File: config.mk
export PLATFORM = sky130hd
export DESIGN_NAME = rgb_to_hsv_converter
export DESIGN_NICKNAME = d
export VERILOG_FILES = /design/src/hw/rtl/rhc_pkg.sv /design/src/hw/rtl/rgb_to_hsv_converter.sv
export SDC_FILE = /design/constraint.sdc
export NUM_CORES = 1
export LEC_CHECK = 0
export BUFFER_PORTS_ARGS = -buffer_cell sky130_fd_sc_hd__buf_4
export CAP_MARGIN = 20
export CORE_AREA = 8 8 256 258
export DETAILED_ROUTE_END_ITERATION = 7
export DIE_AREA = 0 0 264 266
export PLACE_DENSITY = 0.74
export SLEW_MARGIN = 20
export SYNTH_ARGS = -nofsm -noshare
export SYNTH_HDL_FRONTEND = slang
export SYNTH_SLANG_ARGS = --single-unit
File: constraint.sdc
create_clock -name i_clk -period 7 [get_ports i_clk]
set_clock_uncertainty 0.1 [all_clocks]
set_input_delay 2.1 -clock i_clk [delete_from_list [all_inputs] [get_ports i_clk]]
set_output_delay 2.1 -clock i_clk [all_outputs]
set_load 0.005 [all_outputs]
File: src/hw/rtl/rhc_pkg.sv
`default_nettype none

package rhc_pkg;

    localparam int PIX_W    = 8;
    localparam int HUE_W    = 15;
    localparam int SAT_W    = 13;
    localparam int HUE_QW   = 15;
    localparam int SAT_QW   = 13;
    localparam int NUM_W    = 23;
    localparam int SNUM_W   = PIX_W + 12;

    localparam int HUE_SIXTH = 3840;
    localparam int HUE_TURN  = 23040;
    localparam int SAT_ONE   = 4096;

    localparam int PIPE_LAT = HUE_QW + 3;

    typedef enum logic [1:0] {
        SEC_RED   = 2'd0,
        SEC_GREEN = 2'd1,
        SEC_BLUE  = 2'd2
    } t_sector;

    typedef struct packed {
        logic              zero;
        logic [PIX_W-1:0]  bright;
        logic [PIX_W-1:0]  hdvs;
        logic [PIX_W-1:0]  hrem;
        logic [HUE_QW-1:0] hw;
        logic [PIX_W-1:0]  srem;
        logic [SAT_QW-1:0] sw;
    } t_div;

    function automatic logic [PIX_W:0] div_step(
        input logic [PIX_W-1:0] rem,
        input logic             nb,
        input logic [PIX_W-1:0] dvs
    );
        logic [PIX_W:0] t;
        logic [PIX_W:0] d;
        t = {rem, nb};
        d = t - {1'b0, dvs};
        if (t >= {1'b0, dvs}) begin
            div_step = {1'b1, d[PIX_W-1:0]};
        end else begin
            div_step = {1'b0, t[PIX_W-1:0]};
        end
    endfunction

endpackage

`default_nettype wire

File: src/hw/rtl/rgb_to_hsv_converter.sv
`default_nettype none

// Channel   Signals                                  Direction  Handshake
// command   start, busy, i_red, i_green, i_blue      in         start && !busy
// result    o_valid, o_hue, o_saturation,            out        o_valid strobe, one cycle
//           o_brightness
//
// One pixel per clock sustained; busy is always low.
// The hue quotient takes 15 restoring-division stages, one quotient bit per
// stage, with the saturation quotient (13 bits) riding in the same stages.
// Reset clears only the valid bits of the pipeline and the result strobe.
// The receiver cannot stall, so the pipeline never holds.

module rgb_to_hsv_converter (
    input  logic                        i_clk,
    input  logic                        i_rst_n,
    input  logic                        start,
    output logic                        busy,
    input  logic [rhc_pkg::PIX_W-1:0]   i_red,
    input  logic [rhc_pkg::PIX_W-1:0]   i_green,
    input  logic [rhc_pkg::PIX_W-1:0]   i_blue,
    output logic                        o_valid,
    output logic [rhc_pkg::HUE_W-1:0]   o_hue,
    output logic [rhc_pkg::SAT_W-1:0]   o_saturation,
    output logic [rhc_pkg::PIX_W-1:0]   o_brightness
);
    import rhc_pkg::*;

    logic                r_s1_vld;
    t_sector             r_s1_sec;
    logic [PIX_W-1:0]    r_s1_max;
    logic [PIX_W-1:0]    r_s1_delta;
    logic signed [PIX_W:0] r_s1_diff;

    t_sector             n_s1_sec;
    logic [PIX_W-1:0]    n_s1_max;
    logic [PIX_W-1:0]    n_s1_min;
    logic signed [PIX_W:0] n_s1_diff;

    logic [HUE_QW:0]     r_dvld;
    t_div                r_dv [0:HUE_QW];
    t_div                n_dv_head;
    t_div                n_dv [1:HUE_QW];

    logic [HUE_W-1:0]    n_base;
    logic [NUM_W-1:0]    n_bxd;
    logic signed [NUM_W+1:0] n_sx;
    logic signed [NUM_W+1:0] n_num;
    logic [SNUM_W-1:0]   n_snum;

    logic                r_out_vld;
    logic [HUE_W-1:0]    r_hue;
    logic [SAT_W-1:0]    r_sat;
    logic [PIX_W-1:0]    r_bright;
    logic [HUE_W-1:0]    n_hue;
    logic [SAT_W-1:0]    n_sat;

    assign busy = 1'b0;

    // max / min with red, green, blue priority on ties
    always_comb begin
        if (i_red >= i_green && i_red >= i_blue) begin
            n_s1_sec  = SEC_RED;
            n_s1_max  = i_red;
            n_s1_diff = $signed({1'b0, i_green}) - $signed({1'b0, i_blue});
        end else if (i_green >= i_blue) begin
            n_s1_sec  = SEC_GREEN;
            n_s1_max  = i_green;
            n_s1_diff = $signed({1'b0, i_blue}) - $signed({1'b0, i_red});
        end else begin
            n_s1_sec  = SEC_BLUE;
            n_s1_max  = i_blue;
            n_s1_diff = $signed({1'b0, i_red}) - $signed({1'b0, i_green});
        end
        n_s1_min = i_red;
        if (i_green < n_s1_min) begin
            n_s1_min = i_green;
        end
        if (i_blue < n_s1_min) begin
            n_s1_min = i_blue;
        end
    end

    always_ff @(posedge i_clk) begin
        if (!i_rst_n) begin
            r_s1_vld <= 1'b0;
        end else begin
            r_s1_vld <= start && !busy;
        end
        r_s1_sec   <= n_s1_sec;
        r_s1_max   <= n_s1_max;
        r_s1_delta <= n_s1_max - n_s1_min;
        r_s1_diff  <= n_s1_diff;
    end

    // hue numerator: sector base times delta plus one sixth times the difference
    always_comb begin
        case (r_s1_sec)
            SEC_RED: begin
                n_base = r_s1_diff < 0 ? HUE_W'(HUE_TURN) : '0;
            end
            SEC_GREEN: begin
                n_base = HUE_W'(2 * HUE_SIXTH);
            end
            SEC_BLUE: begin
                n_base = HUE_W'(4 * HUE_SIXTH);
            end
            default: begin
                n_base = '0;
            end
        endcase
        n_bxd  = NUM_W'(n_base) * NUM_W'(r_s1_delta);
        n_sx   = $signed((NUM_W+2)'(HUE_SIXTH)) * (NUM_W+2)'(r_s1_diff);
        n_num  = $signed({2'b00, n_bxd}) + n_sx;
        n_snum = {r_s1_delta, 12'b0};

        n_dv_head.zero   = r_s1_delta == '0;
        n_dv_head.bright = r_s1_max;
        n_dv_head.hdvs   = r_s1_delta;
        n_dv_head.hrem   = n_num[NUM_W-1:HUE_QW];
        n_dv_head.hw     = n_num[HUE_QW-1:0];
        n_dv_head.srem   = PIX_W'(n_snum[SNUM_W-1:SAT_QW]);
        n_dv_head.sw     = n_snum[SAT_QW-1:0];
    end

    // one quotient bit per stage for both dividers
    always_comb begin
        logic [PIX_W:0] hs;
        logic [PIX_W:0] ss;
        for (int k = 1; k <= HUE_QW; k++) begin
            n_dv[k] = r_dv[k-1];
            hs = div_step(r_dv[k-1].hrem, r_dv[k-1].hw[HUE_QW-1], r_dv[k-1].hdvs);
            n_dv[k].hrem = hs[PIX_W-1:0];
            n_dv[k].hw   = {r_dv[k-1].hw[HUE_QW-2:0], hs[PIX_W]};
            if (k <= SAT_QW) begin
                ss = div_step(r_dv[k-1].srem, r_dv[k-1].sw[SAT_QW-1],
                              r_dv[k-1].bright);
                n_dv[k].srem = ss[PIX_W-1:0];
                n_dv[k].sw   = {r_dv[k-1].sw[SAT_QW-2:0], ss[PIX_W]};
            end
        end
    end

    always_ff @(posedge i_clk) begin
        if (!i_rst_n) begin
            r_dvld <= '0;
        end else begin
            r_dvld <= {r_dvld[HUE_QW-1:0], r_s1_vld};
        end
        r_dv[0] <= n_dv_head;
        for (int k = 1; k <= HUE_QW; k++) begin
            r_dv[k] <= n_dv[k];
        end
    end

    // wrap and gray override
    always_comb begin
        if (r_dv[HUE_QW].zero) begin
            n_hue = '0;
            n_sat = '0;
        end else begin
            n_sat = r_dv[HUE_QW].sw;
            if (r_dv[HUE_QW].hw >= HUE_W'(HUE_TURN)) begin
                n_hue = r_dv[HUE_QW].hw - HUE_W'(HUE_TURN);
            end else begin
                n_hue = r_dv[HUE_QW].hw;
            end
        end
    end

    always_ff @(posedge i_clk) begin
        if (!i_rst_n) begin
            r_out_vld <= 1'b0;
        end else begin
            r_out_vld <= r_dvld[HUE_QW];
        end
        r_hue    <= n_hue;
        r_sat    <= n_sat;
        r_bright <= r_dv[HUE_QW].bright;
    end

    assign o_valid      = r_out_vld;
    assign o_hue        = r_hue;
    assign o_saturation = r_sat;
    assign o_brightness = r_bright;

    a_latency: assert property (@(posedge i_clk) disable iff (!i_rst_n)
        (start && !busy) |-> ##PIPE_LAT o_valid)
        else $error("item lost in pipeline");

    a_hue_range: assert property (@(posedge i_clk) disable iff (!i_rst_n)
        o_valid |-> (o_hue < HUE_W'(HUE_TURN)))
        else $error("hue out of range");

    a_sat_range: assert property (@(posedge i_clk) disable iff (!i_rst_n)
        o_valid |-> (o_saturation <= SAT_W'(SAT_ONE)))
        else $error("saturation out of range");

    a_gray: assert property (@(posedge i_clk) disable iff (!i_rst_n)
        (o_valid && o_saturation == '0) |-> (o_hue == '0))
        else $error("gray pixel with nonzero hue");

endmodule

`default_nettype wire

* Yosys cells after proc, flatten, opt, wreduce, memory -nomap -nowiden
Memories as Yosys holds them, arrays and structs flattened.
Cells that the tools add are included.
** Cells by class
- Multiply operators :: 2
- Add/sub/neg operators :: 34
- Equal/unequal tests :: 2
- Mux-type cells :: 38
- Magnitude comparators :: 35
- Reductions and logical operators :: 3
** Operator list (number)
- $mux W9 :: 30
- $ge A9 B8 Y1 :: 28
- $sub A8 B8 Y8 :: 29
- $pmux W15 S3 :: 1
- $mux W8 :: 4
- $mux W15 :: 2
- $sub A8 B8 Y9 :: 3
- $ge A8 B8 Y1 :: 3
- $add A23 B22 Y23 :: 1
- $mul A15 B8 Y23 :: 1
- $lt A8 B8 Y1 :: 2
- $ge A15 B15 Y1 const B :: 1
- $sub A15 B15 Y15 const B :: 1
- $mul A5 B9 Y14 const A :: 1
- $lt A9 B1 Y1 const B :: 1
- $logic_not A8 Y1 :: 1
- $eq A2 B1 Y1 const B :: 1
- $eq A2 B2 Y1 const B :: 1
- $logic_not A2 Y1 :: 1
- $mux W2 :: 1
- $logic_and A1 B1 Y1 :: 1
** Word-level totals
- Memories :: 1
- Word-level logic and storage cells :: 125
- Flip-flop bits (word level) :: 81
- Memory bits (writable) :: 976
- Input port bits :: 27
** Memories
- r_dv :: words 16, bits a word 61, read ports 16, clocked after Yosys merged registers in 0, wr ports 16, RTL line rgb_to_hsv_converter.sv:41 : t_div r_dv [0:HUE_QW];

* Logic depth before layout (Yosys ltp)
Gate-level depths: netlist of run 1.
- Depth after elaboration :: 5
- Depth in mapped cells :: 27
- Gate-level depth less buffers :: 27

* Least setup slack after synthesis of run 1
OpenSTA, ideal clock, no wires.
- Path type :: input to register
- From :: input port i_green[1] (netlist bit)
- To :: register r_s1_delta[7]
- Path buffers :: 2
- Data required time :: 6.780 ns
- Stages on the path :: 26
- Path slack :: 0.268 ns
- Data arrival time :: 6.512 ns
- Path through :: inv_1 -> ha_1 -> nor2b_1 -> o31ai_1 -> a211oi_1 -> o21ai_2 -> clkbuf_1 -> nor2_1 -> a21oi_1 -> ha_1 -> a21o_1 -> a21o_1 -> a211oi_1 -> o31a_1 -> a31oi_2 -> buf_2 -> o21ai_0 -> ha_1 -> nor2b_1 -> o21ai_0 -> nand2b_1 -> a21o_1 -> a21oi_1 -> o21ai_0 -> xor2_1 -> xnor2_1
** On the way
- Longest elaborated chain between the ends :: 5
- Elaborated cells between the ends (all ways) :: 10
- Classes of those cells :: add/sub (1); order compare (4); mux (4); reduce/logical (1)
** Ends and longest elaborated chain
- start, declared :: RTL line rgb_to_hsv_converter.sv:20 : input logic [rhc_pkg::PIX_W-1:0] i_green,
- $lt A8 B8 Y1 :: RTL line rgb_to_hsv_converter.sv:76 : if (i_green < n_s1_min) begin
- $mux W8 :: RTL line rgb_to_hsv_converter.sv:76
- $lt A8 B8 Y1 :: RTL line rgb_to_hsv_converter.sv:79 : if (i_blue < n_s1_min) begin
- $mux W8 :: RTL line rgb_to_hsv_converter.sv:79
- $sub A8 B8 Y8 (*) :: RTL line rgb_to_hsv_converter.sv:92 : r_s1_delta <= n_s1_max - n_s1_min;
- end signal, assigned :: RTL line rgb_to_hsv_converter.sv:92
- end, declared :: RTL line rgb_to_hsv_converter.sv:32 : logic [PIX_W-1:0] r_s1_delta;
Every way passes the cells marked *; elsewhere a longest branch is shown, timed or not.
A chain may end at the register's enable or synchronous reset.

==> impl_metrics.tcl, run 1 <==
set metrics [dict create \
    wire_per_inst_um 14.02 \
    grt_pass1_wl_um 97580 \
    status "complete, no violations" \
    drt_iter0_drc 771 \
    die_w_um 264 \
    rrSetupSlack_ns 0.38 \
    setup_violations 0 \
    cts_buffer_depth 3 \
    synth-seq-area-share 0.4957 \
    drtPass1Iterations 5 \
    grt_antenna_before_repair 0 \
    cp.arrival_ns 7.01 \
    hold-path-cell-count 0 \
    cts_buffers 82 \
    ys_seq_elements 826 \
    num_rows 91 \
    finalSetupTns_ns 0 \
    drive_gt1_frac 0.1083 \
    htreeDepth 3 \
    multi_input_area_mm2 0.01502 \
    synth.avg_cell_area_um2 10.66 \
    synth_warnings 0 \
    gp_congestion 0.8854 \
    reg2reg_depth 27 \
    min_period_ns 6.618 \
    dieArea_mm2 0.07022 \
    synth_edf_count 0 \
    r2r_end "r_dv[0][43]" \
    hp-class "flop to flop" \
    hold_viol 0 \
    async_flop_share 0 \
    grt_remaining_overflow 0 \
    syn_area_mm2 0.03336 \
    syn_inst 3128 \
    drc 0 \
    viasPerCell 5.011 \
    grt_max_degree 29 \
    final_nets 3691 \
    ios 65 \
    cts_tree "built" \
    areaGrowthSynthToFinish_pct 13.03 \
    vias 20660 \
    wl_um 57820 \
    hp-start "r_dv[0][94]" \
    synth_cell_types 53 \
    track_usage 0.1627 \
    num_antenna_cells 0 \
    worst_pin_slew_ns 0.8120 \
    fp.dieH_um 266 \
    cts_hold_buf 0 \
    post-route-period-util 0.9454 \
    clock_latency_ns 0.63 \
    start_kind "flop" \
    critical_path_required_ns 7.40 \
    grt_setup_unrepaired "false" \
    drv_cap 0 \
    first_global_vias 21480 \
    place_hpwl_um 43880 \
    initial_core_util 0.5446 \
    end_kind "flop" \
    ant_nets 0 \
    finalMaxSlewViolations 0 \
    regArea_mm2 0.01654 \
    clk_pin_slew_worst_paths_ns 0.06 \
    path_class "flop to flop" \
    relSlewSlack 0.4579 \
    fmax_mhz 151.1 \
    hold_end "r_dv[1][34]" \
    synth_nets 3553 \
    portBuffers 63 \
    cts_setup_buffers 0 \
    core_area_mm2 0.06126 \
    critPathMaxFanout 3 \
    clkSinkCount 826 \
    nFillCells 4767 \
    synth_ff_type "dfxtp_1" \
    root_buffer "clkbuf_16" \
    r2r-start "r_s1_diff[1]" \
]
-- Yosys cell counts, types with 3 or more instances --
library cell  number  area [um^2]
dfxtp_1          826        16540
inv_1            465         1745
ha_1             321         4016
nor2_1           205        769.5
mux2_2           127         1430
a21oi_1          114        570.6
xnor2_1          114        998.5
o21ai_0          112        560.5
nand2_1          106        397.9
nor2b_1           88        550.5
fa_1              77         1541
o21a_1            70        525.5
a21boi_0          54        405.4
and2_1            47        294.0
mux2i_1           47        470.5
xor2_1            45        394.1
a21o_1            39        292.8
nand4_1           39        244.0
nor3_1            34        170.2
nand2b_1          33        206.5
o21ai_1           33        165.2
nand3_1           27        135.1
nor4_1            27        168.9
a211oi_2          18        225.2
clkbuf_1          10        37.54
a211oi_4           8        160.2
a211oi_1           4        30.03
o21bai_1           4        30.03
or2_2              3        18.77
-- cell type report --
class / count / area share
clock buffers: 112 / 0.05979
clock inverters: 39 / 0.01735
inverters: 465 / 0.04629
multi-input cells: 1823 / 0.3983
flip-flops and latches: 826 / 0.4385
well taps: 790 / 0.02621
repair buffers: 68 / 0.01354
-- kinds of logic after synthesis --
| family | share of synthesized area |
|---|---|
| xor gates and xnor gates | 0.04174 |
| AOI/OAI and AO/OA | 0.09362 |
| muxes | 0.05765 |
| adders and majority gates | 0.1666 |
| buffers and inverters | 0.05427 |
| other | 0.0001124 |
| and+or+nand+nor | 0.09032 |
| DFF | 0.4957 |
-- worst max-delay path: stages, from the launching register on --
cell and delay (ns):
dfxtp_1 0.33, ha_1 0.32, xor2_1 0.17, ha_1 0.27
inv_1 0.05, fa_1 0.49, inv_1 0.04, ha_1 0.33
nor2b_1 0.15, o21ai_1 0.17, nand2_1 0.09, xnor2_1 0.19
fa_1 0.47, fa_1 0.51, inv_1 0.04, ha_1 0.27
inv_1 0.05, fa_1 0.52, inv_1 0.04, ha_1 0.31
nor2b_1 0.13, o21ai_0 0.12, a21boi_1 0.21, o21ai_1 0.10
a211o_1 0.32, mux2i_1 0.17, a2111oi_2 0.41, xnor2_1 0.10
-- metal layers --
metal / vias up / wire [um] / global-route usage
li1: 10560 / - / -
met1: 9673 / 23860 / 0.1756
met4: 0 / 1597 / 0.06184
met3: 118 / 2079 / 0.02943
met2: 308 / 30290 / 0.3125
met5: - / 0 / 0
-- placed cells by master, fill, tap and decap left out, types with 82 or more instances in the layout --
master	synthesis	routed
xnor2_1	114	114
o21ai_0	112	110
dfxtp_1	826	826
ha_1	321	321
a21oi_1	114	114
mux2_2	127	127
nor2b_1	88	88
nand2_1	106	106
nor2_1	205	205
inv_1	465	465
clkbuf_16	0	82
-- stage by stage --
stage	util	area, um^2	worst slack (ns)	hold WS (ns)	cells
CTS	0.6155	37700	0.1856	0.1886	4123
global placement	0.5680	34790	0.06457	0.2097	3972
floorplan	-	33360	0.2680	0.2096	3128
detailed placement	0.5680	34790	0.09594	0.2121	3972
global route	0.6156	37710	0.005651	0.1950	4123
finish	0.6156	37710	0.3823	0.1961	4123
-- flip-flops by register name, indices dropped and copies added (netlist names), 2 cells and up --
name	flops
r_dv	745
r_dvld	16
r_s1_diff	9
r_s1_delta	8
o_hue	15
o_saturation	13
r_s1_max	8
o_brightness	8
r_s1_sec	2
-- timing repair --
action / CTS / global route
setup endpoints to repair: 0 / 1
resized for setup: 0 / 4
hold endpoints to repair: 0 / 0
-- worst max path at each step --
stage,depth (start not counted),endpoint,slack (ns),startpoint
after floorplan,26,r_s1_delta[7],0.27,i_green[1]
after global placement,27,r_s1_delta[7],0.06,i_green[1]
after detailed placement,27,r_s1_delta[7],0.1,i_green[1]
after CTS,27,r_dv[0][43],0.19,r_s1_diff[1]
after global routing,27,r_dv[0][43],0.006,r_s1_diff[1]
final,27,r_dv[0][43],0.38,r_s1_diff[1]
Power of run 1 is not shown: default switching activity piles up to over one toggle a cycle in this logic, so the estimate is an artifact.
==> run 2: changes to the inputs <==
--- a/config.mk
+++ b/config.mk
@@ -7,10 +7,10 @@
 export LEC_CHECK = 0
 export BUFFER_PORTS_ARGS = -buffer_cell sky130_fd_sc_hd__buf_4
 export CAP_MARGIN = 20
-export CORE_AREA = 8 8 256 258
+export CORE_AREA = 8 8 268 270
 export DETAILED_ROUTE_END_ITERATION = 7
-export DIE_AREA = 0 0 264 266
-export PLACE_DENSITY = 0.74
+export DIE_AREA = 0 0 276 278
+export PLACE_DENSITY = 0.69
 export SLEW_MARGIN = 20
 export SYNTH_ARGS = -nofsm -noshare
 export SYNTH_HDL_FRONTEND = slang
==> constraint.sdc (replaced) <==
create_clock -name i_clk -period 7 [get_ports i_clk]
set_clock_uncertainty 0.1 [all_clocks]
set_input_delay 1.05 -clock i_clk [delete_from_list [all_inputs] [get_ports i_clk]]
set_output_delay 1.05 -clock i_clk [all_outputs]
set_load 0.005 [all_outputs]
==> run 2 against run 1 <==
Non-clock buffer count is 2 lower; fmax grew 1.3%; worst hold slack improved by 0.019 ns; count of clock-buffer cells in the layout fell by 7; first-iteration DRC count up 2.6%; utilization is 5.7 points lower.
==> impl_metrics.tcl, run 2 (same netlist as run 1, synthesis figures left out) <==
set metrics [dict create \
    min_period_ns 6.535 \
    rrSetupSlack_ns 0.47 \
    largest_reg_flops 745 \
    grt_pass1_wl_um 90910 \
    relSlewSlack 0.3242 \
    viasPerCell 4.779 \
    finalInstanceArea_mm2 0.03785 \
    grt_remaining_overflow 0 \
    reg2reg_depth 24 \
    clkSinkCount 826 \
    die_w_um 276 \
    grt_setup_unrepaired "false" \
    post-route-period-util 0.9335 \
    num_rows 96 \
    initial_core_util 0.4924 \
    cp.arrival_ns 6.98 \
    portBuffers 63 \
    drive_gt1_frac 0.1115 \
    end_kind "flop" \
    fmax_mhz 153.0 \
    wl_um 53720 \
    r2r_end "r_dv[0][43]" \
    drtPass1Iterations 5 \
    critPathMaxFanout 3 \
    first_global_vias 20020 \
    cts_buffers 80 \
    dieArea_mm2 0.07673 \
    finalMaxSlewViolations 0 \
    setup_violations 0 \
    status "complete, no violations" \
    path_class "flop to flop" \
    nFillCells 5762 \
    grt_max_degree 29 \
    clock_latency_ns 0.61 \
    final_cell_mix "826 x dfxtp_1, 465 x inv_1, 321 x ha_1" \
    grt_antenna_before_repair 0 \
    place_hpwl_um 40920 \
    core_area_mm2 0.06775 \
    cp-startpoint "r_s1_diff[1]" \
    areaGrowthSynthToFinish_pct 13.46 \
    clk_pin_slew_worst_paths_ns 0.07 \
    cts_tree "built" \
    fp.dieH_um 278 \
    track_usage 0.1384 \
    gp_congestion 0.8599 \
    r2r-start "r_s1_diff[1]" \
    largest-register "r_dv" \
    ios 65 \
    ant_nets 0 \
    drc 0 \
    vias 20120 \
    wire_per_inst_um 12.76 \
    fin_util 0.5587 \
    place_area_mm2 0.03489 \
    hp-class "flop to flop" \
    drv_cap 0 \
    hold_viol 0 \
    start_kind "flop" \
    worst_pin_slew_ns 1.012 \
    hold_slack_ns 0.2148 \
    finalSetupTns_ns 0 \
    final_nets 3687 \
    cts_buffer_depth 3 \
    final_common_cell "dfxtp_1" \
    htreeDepth 3 \
    root_buffer "clkbuf_16" \
    cp-endpoint "r_dv[0][43]" \
    num_antenna_cells 0 \
    drt_iter0_drc 791 \
    critical_path_required_ns 7.45 \
]
[run 2: changes by cell type in the layout (fill, tap and decap cells not counted), moves of 2 or more]
cell        previous run  this run
buf_4                 68        66
inv_6                  1         4
clkbuf_8               9        18
bufinv_16             12        14
clkinv_4               1         5
clkbuf_1              21         6
clkinvlp_4             6         4
clkinv_16              4         0
[run 2: cell type report]
class | instances | area [um^2] | area share
Sequential cell | 826 | 16540 | 0.4369
Multi-Input combinational cell | 1823 | 15020 | 0.3968
Clock buffer | 105 | 2297 | 0.06069
Inverter | 465 | 1745 | 0.04611
Tap cell | 882 | 1104 | 0.02916
Clock inverter | 43 | 654.4 | 0.01729
Timing Repair Buffer | 66 | 495.5 | 0.01309
[run 2: what timing repair did]
action                                  in CTS  in global routing
resized for setup                            0                  3
endpoints found under the setup margin       0                  1
setup buffers                                0                  0
hold buffers                                 0                  0
[run 2: worst min-delay path by stage]
| stage | slack (ns) | cells past startpoint | start | to |
|---|---|---|---|---|
| floorplan | 0.21 | 0 | r_dv[7][113] | o_brightness[0] |
| global placement | 0.21 | 0 | r_dv[7][114] | o_brightness[1] |
| detailed placement | 0.21 | 0 | r_s1_max[3] | r_dv[0][55] |
| CTS | 0.21 | 0 | r_dv[5][4] | r_dv[5][66] |
| global route | 0.22 | 0 | r_dv[5][4] | r_dv[5][66] |
| finish | 0.21 | 0 | r_dv[6][67] | r_dv[7][6] |
[run 2: per-layer routing]
layer  track usage  share of wire  up-vias
met1        0.1584           0.44     9180
met3       0.02554          0.037      103
met4       0.05620          0.032        0
met5             0              0        -
met2        0.2531           0.49      279
li1              -              -    10560
[run 2: critical path: stages (launching register included)]
cell	delay, ns
dfxtp_1	0.33
ha_1	0.33
ha_1	0.34
xor2_1	0.24
ha_1	0.29
ha_1	0.28
a31o_2	0.25
a21oi_1	0.27
o21ai_0	0.12
a21oi_1	0.18
xnor2_1	0.14
ha_1	0.26
fa_1	0.51
inv_1	0.05
fa_1	0.46
fa_1	0.54
inv_1	0.04
ha_1	0.33
o21ai_0	0.14
a21boi_1	0.20
o21ai_1	0.11
a211o_1	0.31
mux2i_1	0.15
a2111oi_2	0.36
xnor2_1	0.15
[run 2: stage by stage]
step	instances	setup WS (ns)
detailed placement	4062	0.2911
global route	4210	0.02825
CTS	4210	0.2540
finish	4210	0.4654
floorplan	3128	0.7095
global placement	4062	0.4101
Power of run 2 is left out for the same reason.
==> run 3: changes to the inputs <==
--- a/config.mk
+++ b/config.mk
@@ -10,6 +10,7 @@
 export CORE_AREA = 8 8 268 270
 export DETAILED_ROUTE_END_ITERATION = 7
 export DIE_AREA = 0 0 276 278
+export GPL_TIMING_DRIVEN = 0
 export PLACE_DENSITY = 0.69
 export SLEW_MARGIN = 20
 export SYNTH_ARGS = -nofsm -noshare
==> run 3 against run 2 <==
Via count fell by 0.10%; fmax increased by 0.13%; first-iteration DRC count decreased by 3.8%; setup slack better by 0.0083 ns; routed wire length decreased by 0.52%; global-route usage about the same; die area did not move; count of clock-buffer cells in the layout grew 3; critical path type unchanged; largest cell class unchanged; flip-flop and latch count did not move.
==> impl_metrics.tcl, run 3 (same netlist as run 1, synthesis figures left out) <==
set metrics [dict create \
    areaGrowthSynthToFinish_pct 13.22 \
    vias 20100 \
    drc 0 \
    viasPerCell 4.763 \
    dieArea_mm2 0.07673 \
    nFillCells 5823 \
    cts_tree "built" \
    drtPass1Iterations 5 \
    hold_slack_ns 0.2096 \
    finalSetupTns_ns 0 \
    hold_viol 0 \
    place_hpwl_um 40710 \
    grt_pass1_wl_um 91710 \
    finalMaxSlewViolations 0 \
    htreeDepth 3 \
    path_class "flop to flop" \
    grt_setup_unrepaired "false" \
    fmax_mhz 153.2 \
    initial_core_util 0.4924 \
    hp-class "flop to flop" \
    largest_reg_flops 745 \
    clock_latency_ns 0.63 \
    grt_remaining_overflow 0 \
    cp-startpoint "r_s1_diff[1]" \
    die_w_um 276 \
    final_common_cell "dfxtp_1" \
    wl_um 53440 \
    cts_hold_buf 0 \
    wire_per_inst_um 12.67 \
    drt_iter0_drc 761 \
    portBuffers 63 \
    first_global_vias 20420 \
    drv_cap 0 \
    drive_gt1_frac 0.1085 \
    num_rows 96 \
    setup_violations 0 \
    grt_antenna_before_repair 0 \
    end_kind "flop" \
    clk_pin_slew_worst_paths_ns 0.06 \
    r2r-start "r_s1_diff[1]" \
    grt_max_degree 16 \
    hp-start "r_dv[3][25]" \
    cts_buffer_depth 3 \
    status "complete, no violations" \
    largest-register "r_dv" \
    cts_buffers 81 \
    min_period_ns 6.526 \
    cp.arrival_ns 6.98 \
    num_antenna_cells 0 \
    gp_congestion 0.8832 \
    start_kind "flop" \
    ant_nets 0 \
    post-route-period-util 0.9323 \
    final_nets 3699 \
    critPathMaxFanout 3 \
    critical_path_required_ns 7.45 \
    root_buffer "clkbuf_16" \
    ios 65 \
    relSlewSlack 0.4695 \
    core_area_mm2 0.06775 \
    clkSinkCount 826 \
    worst_pin_slew_ns 0.7943 \
    fp.dieH_um 278 \
    final_cell_mix "825 x dfxtp_1, 465 x inv_1, 321 x ha_1" \
    track_usage 0.1388 \
]
## run 3: cell types whose count changed in the layout (fill, tap and decap cells not counted), sizes merged
cell,before,now
clkbuf,105,118
bufinv,14,10
inv,472,469
clkinv,18,15
buf,66,67
clkinvlp,4,9
## run 3: final timing paths
kind | end | slack [ns] | cells past startpoint
setup / recovery | r_dv[0][43] | 0.47 | 24
hold / removal | r_dv[3][87] | 0.21 | 0
setup reg to reg | r_dv[0][43] | 0.47 | 24
hold reg to reg | r_dv[3][87] | 0.21 | 0
## run 3: metal layers
layer | vias to the layer above | wire (um) | GRT usage
met5 | - | 0 | 0
met4 | 0 | 1440 | 0.05444
met3 | 90 | 1823 | 0.02345
met2 | 234 | 27100 | 0.2591
met1 | 9211 | 23080 | 0.1566
li1 | 10560 | - | -
## run 3: per-stage QoR
stage                     setup slack (ns)    util  cells  area [um^2]
after floorplan                     0.7095       -   3128        33360
after global placement              0.2424  0.5157   4073        34940
after detailed placement            0.1888  0.5157   4073        34940
after CTS                           0.2535  0.5574   4219        37760
after global routing               0.01346  0.5575   4219        37770
final                               0.4737  0.5575   4219        37770
## run 3: timing repair
| action | CTS | global route |
|---|---|---|
| endpoints found under the setup margin | 0 | 1 |
| resized for setup | 0 | 4 |
| buffers inserted | 0 | 0 |
## run 3: critical path, cell delays in order, from the launching register on
cell and delay (ns):
dfxtp_1 0.33, ha_1 0.36, ha_1 0.35, xor2_1 0.21, ha_1 0.29, ha_1 0.28
a31o_2 0.25, a21oi_1 0.26, o21ai_0 0.12, a21oi_1 0.19, xnor2_1 0.14, ha_1 0.26
fa_1 0.51, inv_1 0.05, fa_1 0.46, fa_1 0.54, inv_1 0.04, ha_1 0.32
o21ai_1 0.10, a21boi_1 0.18, o21ai_0 0.13, a211o_1 0.32, mux2i_1 0.14, a2111oi_2 0.36
xnor2_1 0.15
## run 3: final cells by class
cell class | instances | area, um^2 | share of cell area
sequential | 826 | 16540 | 0.4378
multi-input combinational | 1823 | 15020 | 0.3976
clock buffer | 108 | 2258 | 0.05979
inverter | 465 | 1745 | 0.04621
tap | 882 | 1104 | 0.02922
clock inverter | 38 | 569.3 | 0.01507
timing repair buffer | 63 | 473.0 | 0.01252
buffer | 14 | 65.06 | 0.001723
Power of run 3 is left out for the same reason.
